==> config.mk <==
export PLATFORM = sky130hd
export DESIGN_NAME = butterfly_allreduce_progress_top
export DESIGN_NICKNAME = d
export VERILOG_FILES = /design/src/rtl/bap_pkg.sv /design/src/rtl/bap_div.sv /design/src/rtl/bap_datapath.sv /design/src/rtl/bap_ctrl.sv /design/src/rtl/butterfly_allreduce_progress_top.sv
export SDC_FILE = /design/constraint.sdc
export NUM_CORES = 2
export LEC_CHECK = 0
export BUFFER_PORTS_ARGS = -buffer_cell sky130_fd_sc_hd__buf_2
export CAP_MARGIN = 20
export CORE_ASPECT_RATIO = 1.25
export CORE_MARGIN = 2
export CORE_UTILIZATION = 50
export DETAILED_ROUTE_END_ITERATION = 7
export GPL_TIMING_DRIVEN = 0
export PLACE_DENSITY_LB_ADDON = 0.1
export SYNTH_ARGS = -nofsm -noshare
export SYNTH_HDL_FRONTEND = slang
export SYNTH_HIERARCHICAL = 1
export SYNTH_SLANG_ARGS = --single-unit
export TNS_END_PERCENT = 50
==> constraint.sdc <==
create_clock -name clk -period 27.2 [get_ports clk]
set_input_delay 1.36 -clock clk [delete_from_list [all_inputs] [get_ports clk]]
set_output_delay 1.36 -clock clk [all_outputs]
set_load 0.02 [all_outputs]
==> src/rtl/bap_pkg.sv <==
`timescale 1ns / 1ps
// Package: field types, codes, controller/datapath interface structs for the allreduce engine
package bap_pkg;

	localparam int MAX_NODES_DEF = 1024;
	localparam int MAX_PEERS_DEF = 64;

	localparam int NODE_W     = 10;
	localparam int NT_W       = 11;
	localparam int RADIX_W    = 5;
	localparam int KIND_W     = 2;
	localparam int ACT_W      = 2;
	localparam int IDX_W      = 8;
	localparam int OFF_W      = RADIX_W;
	localparam int CMPW       = 12;
	localparam int DIVW       = NT_W;
	localparam int CFG_IDX_W  = 2;
	localparam int CFG_DATA_W = 11;

	localparam logic [IDX_W-1:0]  IDX_MAX  = 8'd255;
	localparam logic [NODE_W-1:0] SONS_MAX = 10'd1023;

	localparam logic [KIND_W-1:0] KIND_APPEND = 2'd0;
	localparam logic [KIND_W-1:0] KIND_MARK   = 2'd1;
	localparam logic [KIND_W-1:0] KIND_NEXT   = 2'd2;

	localparam logic [ACT_W-1:0] ACT_SEND = 2'd0;
	localparam logic [ACT_W-1:0] ACT_WAIT = 2'd1;
	localparam logic [ACT_W-1:0] ACT_DONE = 2'd2;

	localparam logic [CFG_IDX_W-1:0] REG_NODE_TOTAL = 2'd0;
	localparam logic [CFG_IDX_W-1:0] REG_RADIX      = 2'd1;
	localparam logic [CFG_IDX_W-1:0] REG_OWN_RANK   = 2'd2;

	// peer list position select
	localparam logic [1:0] POS_PI     = 2'd0;
	localparam logic [1:0] POS_PI_CNT = 2'd1;
	localparam logic [1:0] POS_PI_OFF = 2'd2;

	// result peer select
	localparam logic [1:0] PEER_ZERO = 2'd0;
	localparam logic [1:0] PEER_TAB  = 2'd1;
	localparam logic [1:0] PEER_NODE = 2'd2;

	typedef struct packed {
		logic [KIND_W-1:0] kind;
		logic [NODE_W-1:0] node;
	} item_t;

	typedef struct packed {
		logic [ACT_W-1:0]  action;
		logic [NODE_W-1:0] peer;
	} result_t;

	typedef struct packed {
		logic             clr_step;
		logic             append;
		logic             mark;
		logic             pw_init;
		logic             pw_mul;
		logic             der_plain;
		logic             der_div;
		logic             div_start;
		logic             div_mod;
		logic             rd_tab;
		logic [1:0]       pos_sel;
		logic             rd_map;
		logic             pi_inc;
		logic             off_load;
		logic             off_dec;
		logic             ans;
		logic [ACT_W-1:0] ans_act;
		logic [1:0]       ans_sel;
	} cmd_t;

	typedef struct packed {
		logic dpend;
		logic clr_last;
		logic pw_grow;
		logic der_plain;
		logic div_done;
		logic rem_zero;
		logic idx_max;
		logic is_extra;
		logic pi_lt_cnt;
		logic pi_ge_2cnt;
		logic pi_ge_e;
		logic chk_ok;
		logic pi_ge_cnt_e;
		logic off_zero;
		logic arrived;
	} sts_t;

endpackage

==> src/rtl/bap_div.sv <==
`timescale 1ns / 1ps
// Restoring divider, one quotient bit per cycle, shared by derive and level check
module bap_div import bap_pkg::*; #(
	parameter int W = DIVW
) (
	input  logic         clk,
	input  logic         arst_n,
	input  logic         start,
	input  logic [W-1:0] dividend,
	input  logic [W-1:0] divisor,
	output logic         done,
	output logic [W-1:0] quo,
	output logic [W-1:0] rem
);
	localparam int CNTW = $clog2(W + 1);

	logic [W-1:0]    quo_q;
	logic [W-1:0]    rem_q;
	logic [W-1:0]    dvs_q;
	logic [CNTW-1:0] cnt_q;
	logic            run_q;
	logic            done_q;
	logic [W:0]      shifted;
	logic [W:0]      diff;

	assign shifted = {rem_q, quo_q[W-1]};
	assign diff    = shifted - {1'b0, dvs_q};

	always_ff @(posedge clk or negedge arst_n) begin
		if (!arst_n) begin
			run_q  <= 1'b0;
			done_q <= 1'b0;
			cnt_q  <= '0;
		end else begin
			done_q <= 1'b0;
			if (start) begin
				run_q <= 1'b1;
				cnt_q <= CNTW'(W);
			end else if (run_q) begin
				cnt_q <= cnt_q - CNTW'(1);
				if (cnt_q == CNTW'(1)) begin
					run_q  <= 1'b0;
					done_q <= 1'b1;
				end
			end
		end
	end

	always_ff @(posedge clk) begin
		if (start) begin
			quo_q <= dividend;
			rem_q <= '0;
			dvs_q <= divisor;
		end else if (run_q) begin
			if (!diff[W]) begin
				rem_q <= diff[W-1:0];
				quo_q <= {quo_q[W-2:0], 1'b1};
			end else begin
				rem_q <= shifted[W-1:0];
				quo_q <= {quo_q[W-2:0], 1'b0};
			end
		end
	end

	assign done = done_q;
	assign quo  = quo_q;
	assign rem  = rem_q;

endmodule

==> src/rtl/bap_datapath.sv <==
`timescale 1ns / 1ps
// Datapath: config and derived registers, peer table, arrival map, progress index, result
module bap_datapath import bap_pkg::*; #(
	parameter int MAX_NODES = MAX_NODES_DEF,
	parameter int MAX_PEERS = MAX_PEERS_DEF
) (
	input  logic                  clk,
	input  logic                  arst_n,
	input  logic                  cfg_we,
	input  logic [CFG_IDX_W-1:0]  cfg_index,
	input  logic [CFG_DATA_W-1:0] cfg_data,
	input  item_t                 item,
	input  cmd_t                  cmd,
	output sts_t                  sts,
	output logic                  result_strobe,
	output result_t               result
);
	localparam int AW = $clog2(MAX_NODES);
	localparam int PW = $clog2(MAX_PEERS);
	localparam int CW = $clog2(MAX_PEERS + 1);

	logic [NT_W-1:0]    node_total_q;
	logic [RADIX_W-1:0] radix_q;
	logic [NODE_W-1:0]  own_rank_q;
	logic               dpend_q;

	logic [NT_W-1:0]    power_q;
	logic               is_extra_q;
	logic [NODE_W-1:0]  extra_sons_q;
	logic [CW-1:0]      peer_count_q;
	logic [IDX_W-1:0]   pi_q;
	logic [OFF_W-1:0]   off_q;
	logic [AW-1:0]      clr_addr_q;
	logic               strobe_q;
	result_t            res_q;

	logic [NODE_W-1:0]  tab_rd_q;
	logic               pos_ok_q;
	logic               arr_rd_q;
	logic               node_ok_q;
	logic [NODE_W-1:0]  node_q;

	logic [NODE_W-1:0]  peer_table [MAX_PEERS];
	logic               arrived_map [MAX_NODES];

	logic [NT_W-1:0]          n_eff;
	logic [RADIX_W-1:0]       k_eff;
	logic [OFF_W-1:0]         iv;
	logic [NT_W+RADIX_W-1:0]  prod;
	logic [CMPW-1:0]          pi_w;
	logic [CMPW-1:0]          cnt_w;
	logic [CMPW-1:0]          e_w;
	logic [CMPW-1:0]          pos_w;
	logic                     cnt_full;
	logic [NODE_W-1:0]        node_sel;
	logic [31:0]              nsel32;
	logic [31:0]              mark32;
	logic                     mark_ok;
	logic [DIVW-1:0]          div_a;
	logic [DIVW-1:0]          div_b;
	logic                     div_done;
	logic [DIVW-1:0]          div_quo;
	logic [DIVW-1:0]          div_rem;
	logic                     own_lt_rem;
	logic [CMPW-1:0]          sons_sum;

	assign n_eff = (node_total_q == '0) ? NT_W'(1) : node_total_q;
	assign k_eff = (radix_q < RADIX_W'(2)) ? RADIX_W'(2) : radix_q;
	assign iv    = k_eff - RADIX_W'(1);
	assign prod  = {{RADIX_W{1'b0}}, power_q} * {{NT_W{1'b0}}, k_eff};

	assign pi_w  = CMPW'(pi_q);
	assign cnt_w = CMPW'(peer_count_q);
	assign e_w   = CMPW'(extra_sons_q);

	always_comb begin
		case (cmd.pos_sel)
			POS_PI_CNT: pos_w = pi_w - cnt_w;
			POS_PI_OFF: pos_w = pi_w - CMPW'(off_q);
			default:    pos_w = pi_w;
		endcase
	end

	assign cnt_full = (peer_count_q == CW'(MAX_PEERS));
	assign node_sel = pos_ok_q ? tab_rd_q : '0;
	assign nsel32   = 32'(node_sel);
	assign mark32   = 32'(item.node);
	assign mark_ok  = (mark32 < 32'(MAX_NODES));

	// shared divider: extra-son split at derive, level boundary test at request
	assign div_a = cmd.div_mod ? DIVW'(pi_w - e_w) : (n_eff - power_q);
	assign div_b = cmd.div_mod ? DIVW'(iv) : power_q;

	bap_div #(.W(DIVW)) u_div (
		.clk      (clk),
		.arst_n   (arst_n),
		.start    (cmd.div_start),
		.dividend (div_a),
		.divisor  (div_b),
		.done     (div_done),
		.quo      (div_quo),
		.rem      (div_rem)
	);

	assign own_lt_rem = ({1'b0, own_rank_q} < div_rem);
	assign sons_sum   = CMPW'(div_quo) + CMPW'(own_lt_rem);

	always_ff @(posedge clk or negedge arst_n) begin
		if (!arst_n) begin
			node_total_q <= NT_W'(1);
			radix_q      <= RADIX_W'(2);
			own_rank_q   <= '0;
			dpend_q      <= 1'b0;
		end else begin
			if (cmd.pw_init) dpend_q <= 1'b0;
			if (cfg_we) begin
				case (cfg_index)
					REG_NODE_TOTAL: begin
						node_total_q <= cfg_data[NT_W-1:0];
						dpend_q      <= 1'b1;
					end
					REG_RADIX: begin
						radix_q <= cfg_data[RADIX_W-1:0];
						dpend_q <= 1'b1;
					end
					REG_OWN_RANK: begin
						own_rank_q <= cfg_data[NODE_W-1:0];
						dpend_q    <= 1'b1;
					end
					default: ;
				endcase
			end
		end
	end

	always_ff @(posedge clk or negedge arst_n) begin
		if (!arst_n) begin
			is_extra_q   <= 1'b0;
			extra_sons_q <= '0;
			peer_count_q <= '0;
			pi_q         <= '0;
			off_q        <= '0;
			clr_addr_q   <= '0;
			strobe_q     <= 1'b0;
		end else begin
			strobe_q <= cmd.ans;
			if (cmd.clr_step) clr_addr_q <= clr_addr_q + AW'(1);
			if (cmd.append && !cnt_full) peer_count_q <= peer_count_q + CW'(1);
			if (cmd.pi_inc) pi_q <= pi_q + IDX_W'(1);
			if (cmd.off_load) off_q <= iv;
			else if (cmd.off_dec) off_q <= off_q - OFF_W'(1);
			if (cmd.der_plain) begin
				is_extra_q   <= (n_eff != power_q);
				extra_sons_q <= '0;
			end else if (cmd.der_div) begin
				is_extra_q   <= 1'b0;
				extra_sons_q <= (sons_sum > CMPW'(SONS_MAX)) ? SONS_MAX : sons_sum[NODE_W-1:0];
			end
		end
	end

	always_ff @(posedge clk) begin
		if (cmd.pw_init) power_q <= NT_W'(1);
		else if (cmd.pw_mul) power_q <= prod[NT_W-1:0];
	end

	always_ff @(posedge clk) begin
		if (cmd.append && !cnt_full) peer_table[peer_count_q[PW-1:0]] <= item.node;
		if (cmd.rd_tab) begin
			tab_rd_q <= peer_table[pos_w[PW-1:0]];
			pos_ok_q <= (pos_w < cnt_w);
		end
	end

	always_ff @(posedge clk) begin
		if (cmd.clr_step) arrived_map[clr_addr_q] <= 1'b0;
		else if (cmd.mark && mark_ok) arrived_map[mark32[AW-1:0]] <= 1'b1;
		if (cmd.rd_map) begin
			arr_rd_q  <= arrived_map[nsel32[AW-1:0]];
			node_ok_q <= (nsel32 < 32'(MAX_NODES));
			node_q    <= node_sel;
		end
	end

	always_ff @(posedge clk) begin
		if (cmd.ans) begin
			res_q.action <= cmd.ans_act;
			case (cmd.ans_sel)
				PEER_TAB:  res_q.peer <= node_sel;
				PEER_NODE: res_q.peer <= node_q;
				default:   res_q.peer <= '0;
			endcase
		end
	end

	assign sts.dpend       = dpend_q;
	assign sts.clr_last    = (clr_addr_q == AW'(MAX_NODES - 1));
	assign sts.pw_grow     = (prod <= {{RADIX_W{1'b0}}, n_eff});
	assign sts.der_plain   = (n_eff == power_q) || ({1'b0, own_rank_q} >= power_q);
	assign sts.div_done    = div_done;
	assign sts.rem_zero    = (div_rem == '0);
	assign sts.idx_max     = (pi_q == IDX_MAX);
	assign sts.is_extra    = is_extra_q;
	assign sts.pi_lt_cnt   = (pi_w < cnt_w);
	assign sts.pi_ge_2cnt  = (pi_w >= (cnt_w << 1));
	assign sts.pi_ge_e     = (pi_w >= e_w);
	assign sts.chk_ok      = (pi_w >= e_w + CMPW'(iv)) && (pi_w <= cnt_w);
	assign sts.pi_ge_cnt_e = (pi_w >= cnt_w + e_w);
	assign sts.off_zero    = (off_q == '0);
	assign sts.arrived     = node_ok_q & arr_rd_q;

	assign result_strobe = strobe_q;
	assign result        = res_q;

endmodule

==> src/rtl/bap_ctrl.sv <==
`timescale 1ns / 1ps
// Controller: clear sweep, derive sequence and next-action scheduler state machine
module bap_ctrl import bap_pkg::*; (
	input  logic              clk,
	input  logic              arst_n,
	input  logic              start,
	input  logic [KIND_W-1:0] kind,
	input  sts_t              sts,
	output logic              busy,
	output cmd_t              cmd
);
	localparam logic [3:0] ST_IDLE    = 4'd0;
	localparam logic [3:0] ST_CLEAR   = 4'd1;
	localparam logic [3:0] ST_P_INIT  = 4'd2;
	localparam logic [3:0] ST_P_LOOP  = 4'd3;
	localparam logic [3:0] ST_P_WAIT  = 4'd4;
	localparam logic [3:0] ST_N_START = 4'd5;
	localparam logic [3:0] ST_X_LOOP  = 4'd6;
	localparam logic [3:0] ST_L1      = 4'd7;
	localparam logic [3:0] ST_CHK     = 4'd8;
	localparam logic [3:0] ST_CHK_W   = 4'd9;
	localparam logic [3:0] ST_B_LOOP  = 4'd10;
	localparam logic [3:0] ST_TAIL    = 4'd11;
	localparam logic [3:0] ST_RD2     = 4'd12;
	localparam logic [3:0] ST_RD3     = 4'd13;

	localparam logic [1:0] RET_SEND = 2'd0;
	localparam logic [1:0] RET_XL   = 2'd1;
	localparam logic [1:0] RET_L1   = 2'd2;
	localparam logic [1:0] RET_BL   = 2'd3;

	logic [3:0] state_q;
	logic [3:0] state_d;
	logic [1:0] ret_q;
	logic [1:0] ret_d;

	assign busy = (state_q != ST_IDLE) || sts.dpend;

	always_ff @(posedge clk or negedge arst_n) begin
		if (!arst_n) begin
			state_q <= ST_CLEAR;
			ret_q   <= RET_SEND;
		end else begin
			state_q <= state_d;
			ret_q   <= ret_d;
		end
	end

	always_comb begin
		state_d = state_q;
		ret_d   = ret_q;
		cmd     = '0;
		case (state_q)
			ST_CLEAR: begin
				cmd.clr_step = 1'b1;
				if (sts.clr_last) state_d = ST_IDLE;
			end
			ST_IDLE: begin
				if (sts.dpend) begin
					state_d = ST_P_INIT;
				end else if (start) begin
					case (kind)
						KIND_APPEND: cmd.append = 1'b1;
						KIND_MARK:   cmd.mark = 1'b1;
						KIND_NEXT:   state_d = ST_N_START;
						default: ;
					endcase
				end
			end
			ST_P_INIT: begin
				cmd.pw_init = 1'b1;
				state_d     = ST_P_LOOP;
			end
			ST_P_LOOP: begin
				if (sts.pw_grow) begin
					cmd.pw_mul = 1'b1;
				end else if (sts.der_plain) begin
					cmd.der_plain = 1'b1;
					state_d       = ST_IDLE;
				end else begin
					cmd.div_start = 1'b1;
					state_d       = ST_P_WAIT;
				end
			end
			ST_P_WAIT: begin
				if (sts.div_done) begin
					cmd.der_div = 1'b1;
					state_d     = ST_IDLE;
				end
			end
			ST_N_START: begin
				if (sts.idx_max) begin
					cmd.ans     = 1'b1;
					cmd.ans_act = ACT_DONE;
					state_d     = ST_IDLE;
				end else if (sts.is_extra) begin
					if (sts.pi_lt_cnt) begin
						cmd.rd_tab  = 1'b1;
						cmd.pos_sel = POS_PI;
						ret_d       = RET_SEND;
						state_d     = ST_RD2;
					end else begin
						state_d = ST_X_LOOP;
					end
				end else begin
					state_d = ST_L1;
				end
			end
			ST_X_LOOP: begin
				if (sts.pi_ge_2cnt || sts.idx_max) begin
					cmd.ans     = 1'b1;
					cmd.ans_act = ACT_DONE;
					state_d     = ST_IDLE;
				end else begin
					cmd.rd_tab  = 1'b1;
					cmd.pos_sel = POS_PI_CNT;
					ret_d       = RET_XL;
					state_d     = ST_RD2;
				end
			end
			ST_L1: begin
				if (sts.pi_ge_e) begin
					state_d = ST_CHK;
				end else if (sts.idx_max) begin
					cmd.ans     = 1'b1;
					cmd.ans_act = ACT_DONE;
					state_d     = ST_IDLE;
				end else begin
					cmd.rd_tab  = 1'b1;
					cmd.pos_sel = POS_PI;
					ret_d       = RET_L1;
					state_d     = ST_RD2;
				end
			end
			ST_CHK: begin
				if (sts.chk_ok) begin
					cmd.div_start = 1'b1;
					cmd.div_mod   = 1'b1;
					state_d       = ST_CHK_W;
				end else begin
					state_d = ST_TAIL;
				end
			end
			ST_CHK_W: begin
				cmd.div_mod = 1'b1;
				if (sts.div_done) begin
					if (sts.rem_zero) begin
						cmd.off_load = 1'b1;
						state_d      = ST_B_LOOP;
					end else begin
						state_d = ST_TAIL;
					end
				end
			end
			ST_B_LOOP: begin
				if (sts.off_zero) begin
					state_d = ST_TAIL;
				end else begin
					cmd.rd_tab  = 1'b1;
					cmd.pos_sel = POS_PI_OFF;
					ret_d       = RET_BL;
					state_d     = ST_RD2;
				end
			end
			ST_TAIL: begin
				if (sts.pi_ge_cnt_e || sts.idx_max) begin
					cmd.ans     = 1'b1;
					cmd.ans_act = ACT_DONE;
					state_d     = ST_IDLE;
				end else begin
					cmd.rd_tab  = 1'b1;
					cmd.pos_sel = sts.pi_lt_cnt ? POS_PI : POS_PI_CNT;
					ret_d       = RET_SEND;
					state_d     = ST_RD2;
				end
			end
			ST_RD2: begin
				if (ret_q == RET_SEND) begin
					cmd.ans     = 1'b1;
					cmd.ans_act = ACT_SEND;
					cmd.ans_sel = PEER_TAB;
					cmd.pi_inc  = 1'b1;
					state_d     = ST_IDLE;
				end else begin
					cmd.rd_map = 1'b1;
					state_d    = ST_RD3;
				end
			end
			ST_RD3: begin
				if (!sts.arrived) begin
					cmd.ans     = 1'b1;
					cmd.ans_act = ACT_WAIT;
					cmd.ans_sel = PEER_NODE;
					state_d     = ST_IDLE;
				end else begin
					case (ret_q)
						RET_XL: begin
							cmd.pi_inc = 1'b1;
							state_d    = ST_X_LOOP;
						end
						RET_L1: begin
							cmd.pi_inc = 1'b1;
							state_d    = ST_L1;
						end
						default: begin
							cmd.off_dec = 1'b1;
							state_d     = ST_B_LOOP;
						end
					endcase
				end
			end
			default: state_d = ST_IDLE;
		endcase
	end

endmodule

==> src/rtl/butterfly_allreduce_progress_top.sv <==
`timescale 1ns / 1ps
// Top level of the butterfly allreduce progress engine
//
// Items enter on start/item and are taken at a clock edge with start high and
// busy low. Kind append and kind mark are taken while busy stays low,
// so such items can follow every cycle. A next request raises busy and yields
// one result: result_strobe is high for one cycle with result.action/peer.
// A request keeps busy high while it works: for every arrival bit it checks
// there is one peer table read, then one arrival map read, in turn, and where a
// level boundary is due it is tested on the shared one-bit-a-cycle divider. The
// result comes in the first cycle with busy low, so the next item can be taken
// at the end of that cycle.
// A register write on cfg_we/cfg_index/cfg_data raises busy while the radix
// power and the extra-son share are derived.
// After reset busy stays high while the arrival map is cleared one entry a
// cycle; register writes are taken during that time.
// Results cannot be held off: the receiver takes each one in its strobe cycle.
module butterfly_allreduce_progress_top import bap_pkg::*; #(
	parameter int MAX_NODES = MAX_NODES_DEF,
	parameter int MAX_PEERS = MAX_PEERS_DEF
) (
	input  logic                  clk,
	input  logic                  arst_n,
	input  logic                  start,
	output logic                  busy,
	input  item_t                 item,
	output logic                  result_strobe,
	output result_t               result,
	input  logic                  cfg_we,
	input  logic [CFG_IDX_W-1:0]  cfg_index,
	input  logic [CFG_DATA_W-1:0] cfg_data
);
	cmd_t cmd;
	sts_t sts;

	bap_ctrl u_ctrl (
		.clk    (clk),
		.arst_n (arst_n),
		.start  (start),
		.kind   (item.kind),
		.sts    (sts),
		.busy   (busy),
		.cmd    (cmd)
	);

	bap_datapath #(
		.MAX_NODES (MAX_NODES),
		.MAX_PEERS (MAX_PEERS)
	) u_dp (
		.clk           (clk),
		.arst_n        (arst_n),
		.cfg_we        (cfg_we),
		.cfg_index     (cfg_index),
		.cfg_data      (cfg_data),
		.item          (item),
		.cmd           (cmd),
		.sts           (sts),
		.result_strobe (result_strobe),
		.result        (result)
	);

endmodule

==> flow_metrics.py <==
metrics = {
    "outcome": {
        "status": "complete, no violations",
    },
    "yosys": {
        "post_syn_area_per_cell_um2": 13.7,
        "yosys_register_bits": 1823,
        "synth_warnings": 6,
        "syn_area_mm2": 0.0831,
        "synth_cells": 6058,
        "syn_nets": 6274,
        "synthDistinctLibCells": 100,
        "synth_top_area_share_pct": 62.2,
        "count_of_flip_flops_with_a_built_in_enable_after_synthesis": 1720,
        "synth_commonest_cells": "sky130_fd_sc_hd__edfxtp_1 (1720), sky130_fd_sc_hd__nor2_1 (1247), sky130_fd_sc_hd__nand2_1 (340)",
        "most_frequently_used_flop_master_after_synthesis": "sky130_fd_sc_hd__edfxtp_1",
        "sequential_area_share_after_synthesis_pct": 65.1,
        "ys_async_sr_fraction_pct": 4.44,
        "synth_area_leader_cell": "sky130_fd_sc_hd__edfxtp_1",
        "cell_types_occupying_the_most_area_after_synthesis": "sky130_fd_sc_hd__edfxtp_1 (62%), sky130_fd_sc_hd__mux4_2 (7.0%), sky130_fd_sc_hd__nor2_1 (5.6%)",
        "post-synth-top-count-cell": "sky130_fd_sc_hd__edfxtp_1",
    },
    "worst_setup_path": {
        "crit_required_ps": 27740,
        "critPathSlowestCell": "sky130_fd_sc_hd__a21oi_1",
        "critical_path.max_fanout": 10,
        "critical_path.n_buffers_inverters": 5,
        "gate_family_responsible_for_the_most_delay_along_the_worst_path": "compound AO/OA/AOI/OAI gates",
        "worst_setup_path_start_kind": "flop",
        "arrival_time_reported_for_the_critical_path_endpoint_ps": 8500,
        "critical_path_cell_count": 26,
        "critical_path.most_common_cell": "sky130_fd_sc_hd__a21o_1",
        "highest_cell_delay_on_the_worst_timing_path_ps": 880,
        "worst_setup_path_end_kind": "flop",
        "reg2regPathDepth": 26,
        "critical_path.reg2reg.endpoint": "u_dp/tab_rd_q[3]",
        "r2r_slack_ps": 19240,
        "crit_start": "u_dp/peer_count_q[0]",
        "critical_path_class": "flop to flop",
        "regToRegStartpoint": "u_dp/peer_count_q[0]",
        "critPathCapture": "u_dp/tab_rd_q[3]",
    },
    "global_routing": {
        "gr-usage-met2_pct": 53.3,
        "grt_usage_pct": 31.4,
        "grt_first_pass_wirelength_um": 378000,
        "grtUsageMet1_pct": 36.6,
        "antenna_violations_before_repair": 8,
        "largest_net_degree_at_the_start_of_global_routing": 207,
        "global_route.overflow_total": 0,
        "grt_util_met3_pct": 5.16,
        "grt_busiest_layer": "met2",
        "first_global_vias": 53700,
    },
    "power_and_ir_drop": {
        "power_w": 0.00567,
        "pwr_density_cell_mw_per_mm2": 61.1,
        "power.sequential.fraction_pct": 53.9,
        "share_clk_of_total_power_pct": 44.3,
        "power.switching_fraction_pct": 20.8,
        "internal_power_w": 0.00449,
        "p_switching_w": 0.00118,
        "p_comb_share_pct": 1.9,
        "vdd.ir_drop.worst_uv": 74.5,
        "p_leak_nw": 28.0,
    },
    "place": {
        "dpl_worst_slack_ps": 19230,
        "gpl.final_weighted_congestion": 1.00,
        "port_buffers": 42,
        "dpl_hpwl_um": 184000,
    },
    "sta": {
        "worst_slew_pin_slew_ps": 1330,
        "final.setup.tns_ps": 0,
        "timing_hold_violations_final": 0,
        "max-slew-margin-rel_pct": 11.0,
        "setup-violations-final": 0,
        "rsz0062_at_grt": "no",
        "min_period_ps": 7960,
        "timing_max_transition_violations_final": 0,
        "portion_of_the_clock_cycle_consumed_by_the_worst_path_in_the_final_layout_pct": 29.3,
        "largest_clock_skew_in_the_final_design_ps": 65.6,
        "whs_ps": 400,
        "fin_ws_ps": 19240,
        "fmax_mhz": 126,
    },
    "floorplan": {
        "die_area_mm2": 0.169,
        "core_region_area_mm2": 0.165,
        "initial_core_util_pct": 50.2,
        "die-height_um": 460,
        "floorplan.io_pins": 43,
        "rows": 167,
        "die-width_um": 369,
    },
    "route": {
        "drt_drc_violations_left": 0,
        "drtPass1Iterations": 6,
        "num_vias": 54100,
        "routedWlPerCell_um": 30.7,
        "detail-route-antenna-nets": 0,
        "route.final.wire_length_um": 266000,
        "drt_iter0_drc": 6455,
        "number_of_vias_per_cell_after_detailed_routing": 6.23,
    },
    "clock_network": {
        "postCtsHoldBufs": 0,
        "cts_num_sinks": 1823,
        "total_setup_buffers_inserted_after_cts": 0,
        "insertion_delay_ps": 880,
        "cts-root-to-sink-buffers": 3,
        "clk_transition_reported_paths_ps": 60,
        "clock_tree.htree_level_count": 4,
        "tritoncts.num_buffers": 181,
        "cts-root-buf": "sky130_fd_sc_hd__clkbuf_16",
        "cts.repair.resized": 0,
        "cts_tree": "built",
    },
    "run": {
        "maxCapViolCount": 0,
    },
    "final_layout": {
        "layout-drive-gt1-share_pct": 12.5,
        "area_growth_syn_to_layout_pct": 11.8,
        "multi_input_comb_area_mm2": 0.0261,
        "ff_latch_area_mm2": 0.0541,
        "nFillCells": 13700,
        "postLayoutCoreUtil_pct": 56.1,
        "nets": 6548,
    },
    "hold_path": {
        "timing.hold.worst.class": "input port to async pin",
    },
}
-- registers in the layout (all words and copies together), names as in the netlist, 2 cells and up --
signal	cells
u_ctrl/ret_q	2
u_ctrl/state_q	4
u_dp/arrived_map	1024
u_dp/clr_addr_q	10
u_dp/extra_sons_q	10
u_dp/node_q	10
u_dp/node_total_q	11
u_dp/off_q	5
u_dp/own_rank_q	10
u_dp/peer_count_q	7
u_dp/peer_table	640
u_dp/pi_q	8
u_dp/power_q	11
u_dp/radix_q	5
u_dp/result	12
u_dp/tab_rd_q	10
u_dp/u_div/cnt_q	4
u_dp/u_div/dvs_q	11
u_dp/u_div/quo	11
u_dp/u_div/rem	11
-- metrics by stage --
step,instances,area [µm²]
floorplan,6058,83100
global placement,8297,86100
detailed placement,8334,86800
CTS,8665,92700
global route,8678,92900
finish,8682,92900
-- kinds of logic after synthesis --
group,count (synthesis),synth area share [%]
AO/OA/AOI/OAI,811,6.53
XOR/XNOR,85,0.896
adder cells (fa/ha/maj),187,3.12
buffers and inverters,628,3.47
flip-flops,1823,65.1
multiplexers,544,10.7
AND/OR/NAND/NOR,1980,10.1
-- layout by cell type (no fill, tap or decap), types with 33 or more instances in the layout --
cell type / Yosys / routed
sky130_fd_sc_hd__edfxtp_1: 1720 / 1720
sky130_fd_sc_hd__nor2_1: 1247 / 1246
sky130_fd_sc_hd__clkbuf_1: 309 / 353
sky130_fd_sc_hd__nand2_1: 340 / 340
sky130_fd_sc_hd__mux4_2: 258 / 258
sky130_fd_sc_hd__mux2i_1: 233 / 233
sky130_fd_sc_hd__clkbuf_16: 0 / 184
sky130_fd_sc_hd__a21oi_1: 181 / 181
sky130_fd_sc_hd__inv_1: 167 / 167
sky130_fd_sc_hd__ha_1: 153 / 153
sky130_fd_sc_hd__o21ai_0: 144 / 143
sky130_fd_sc_hd__buf_2: 68 / 111
sky130_fd_sc_hd__dfrtp_1: 78 / 78
sky130_fd_sc_hd__nand3_1: 77 / 77
sky130_fd_sc_hd__a211oi_1: 70 / 70
sky130_fd_sc_hd__xnor2_1: 61 / 61
sky130_fd_sc_hd__a22oi_1: 56 / 56
sky130_fd_sc_hd__nor2b_1: 53 / 53
sky130_fd_sc_hd__o22ai_1: 53 / 53
sky130_fd_sc_hd__o221ai_1: 50 / 50
sky130_fd_sc_hd__clkinv_1: 3 / 44
sky130_fd_sc_hd__a21o_1: 42 / 42
sky130_fd_sc_hd__and2_1: 41 / 41
sky130_fd_sc_hd__mux2_2: 41 / 41
sky130_fd_sc_hd__buf_4: 33 / 39
sky130_fd_sc_hd__fa_1: 34 / 34
sky130_fd_sc_hd__nor3_1: 33 / 33
sky130_fd_sc_hd__nor4_1: 34 / 33
-- worst min-delay path by stage --
stage                       start  slack [ps]                    to
3_5_place_dp   u_dp/own_rank_q[0]         490    u_dp/own_rank_q[0]
3_3_place_gp   u_dp/own_rank_q[0]         490    u_dp/own_rank_q[0]
4_1_cts                    arst_n         350    u_dp/own_rank_q[2]
2_1_floorplan     u_dp/is_extra_q         470       u_dp/is_extra_q
5_1_grt                    arst_n         380    u_dp/own_rank_q[2]
6_report                   arst_n         400  u_dp/node_total_q[4]
-- worst reg2reg max path, cell delays in order (launching register included) --
cell and delay [ps]:
sky130_fd_sc_hd__dfrtp_1 540, sky130_fd_sc_hd__ha_1 300, sky130_fd_sc_hd__fa_1 540, sky130_fd_sc_hd__inv_1 40, sky130_fd_sc_hd__ha_1 270, sky130_fd_sc_hd__a21o_1 160, sky130_fd_sc_hd__a21o_1 170, sky130_fd_sc_hd__a21o_1 180
sky130_fd_sc_hd__a21o_1 180, sky130_fd_sc_hd__a21o_1 170, sky130_fd_sc_hd__a21o_1 180, sky130_fd_sc_hd__a21oi_1 140, sky130_fd_sc_hd__nor4_1 100, sky130_fd_sc_hd__nor4_2 530, sky130_fd_sc_hd__a21o_1 210, sky130_fd_sc_hd__inv_1 40
sky130_fd_sc_hd__ha_1 260, sky130_fd_sc_hd__buf_2 200, sky130_fd_sc_hd__a221oi_1 90, sky130_fd_sc_hd__a21oi_1 880, sky130_fd_sc_hd__clkbuf_1 600, sky130_fd_sc_hd__buf_2 420, sky130_fd_sc_hd__mux4_2 370, sky130_fd_sc_hd__a211oi_1 320
sky130_fd_sc_hd__a21oi_1 210, sky130_fd_sc_hd__a211oi_1 430, sky130_fd_sc_hd__a31oi_1 140
-- power by group through the flow --
stage	combinational, W	clock (W)	sequential, W
final	0.000107	0.00251	0.00305
after global routing	0.000121	0.00265	0.00305
after CTS	0.000107	0.00255	0.00305
after detailed placement	0.000107	0	0.00311
after global placement	0.0000992	0	0.00312
after floorplan	0.0000581	0	0.00311
-- per-layer routing --
| layer | part of all wire (%) | vias to the layer above |
|---|---|---|
| met4 | 8.0 | 2 |
| li1 | - | 23100 |
| met3 | 7.6 | 841 |
| met5 | 0.0049 | - |
| met2 | 49 | 2661 |
| met1 | 35 | 27500 |
-- area by class of cell --
type | instances | area share [%]
multi-input cells | 3607 | 28.1
clock buffers | 228 | 5.14
flip-flops and latches | 1823 | 58.3
well taps | 2197 | 2.96
diodes | 5 | 0.0135
repair buffers | 91 | 1.13
clock inverters | 103 | 1.23
inverters | 173 | 0.713
plain buffers | 455 | 2.40
(Power assumes the default switching activity.)
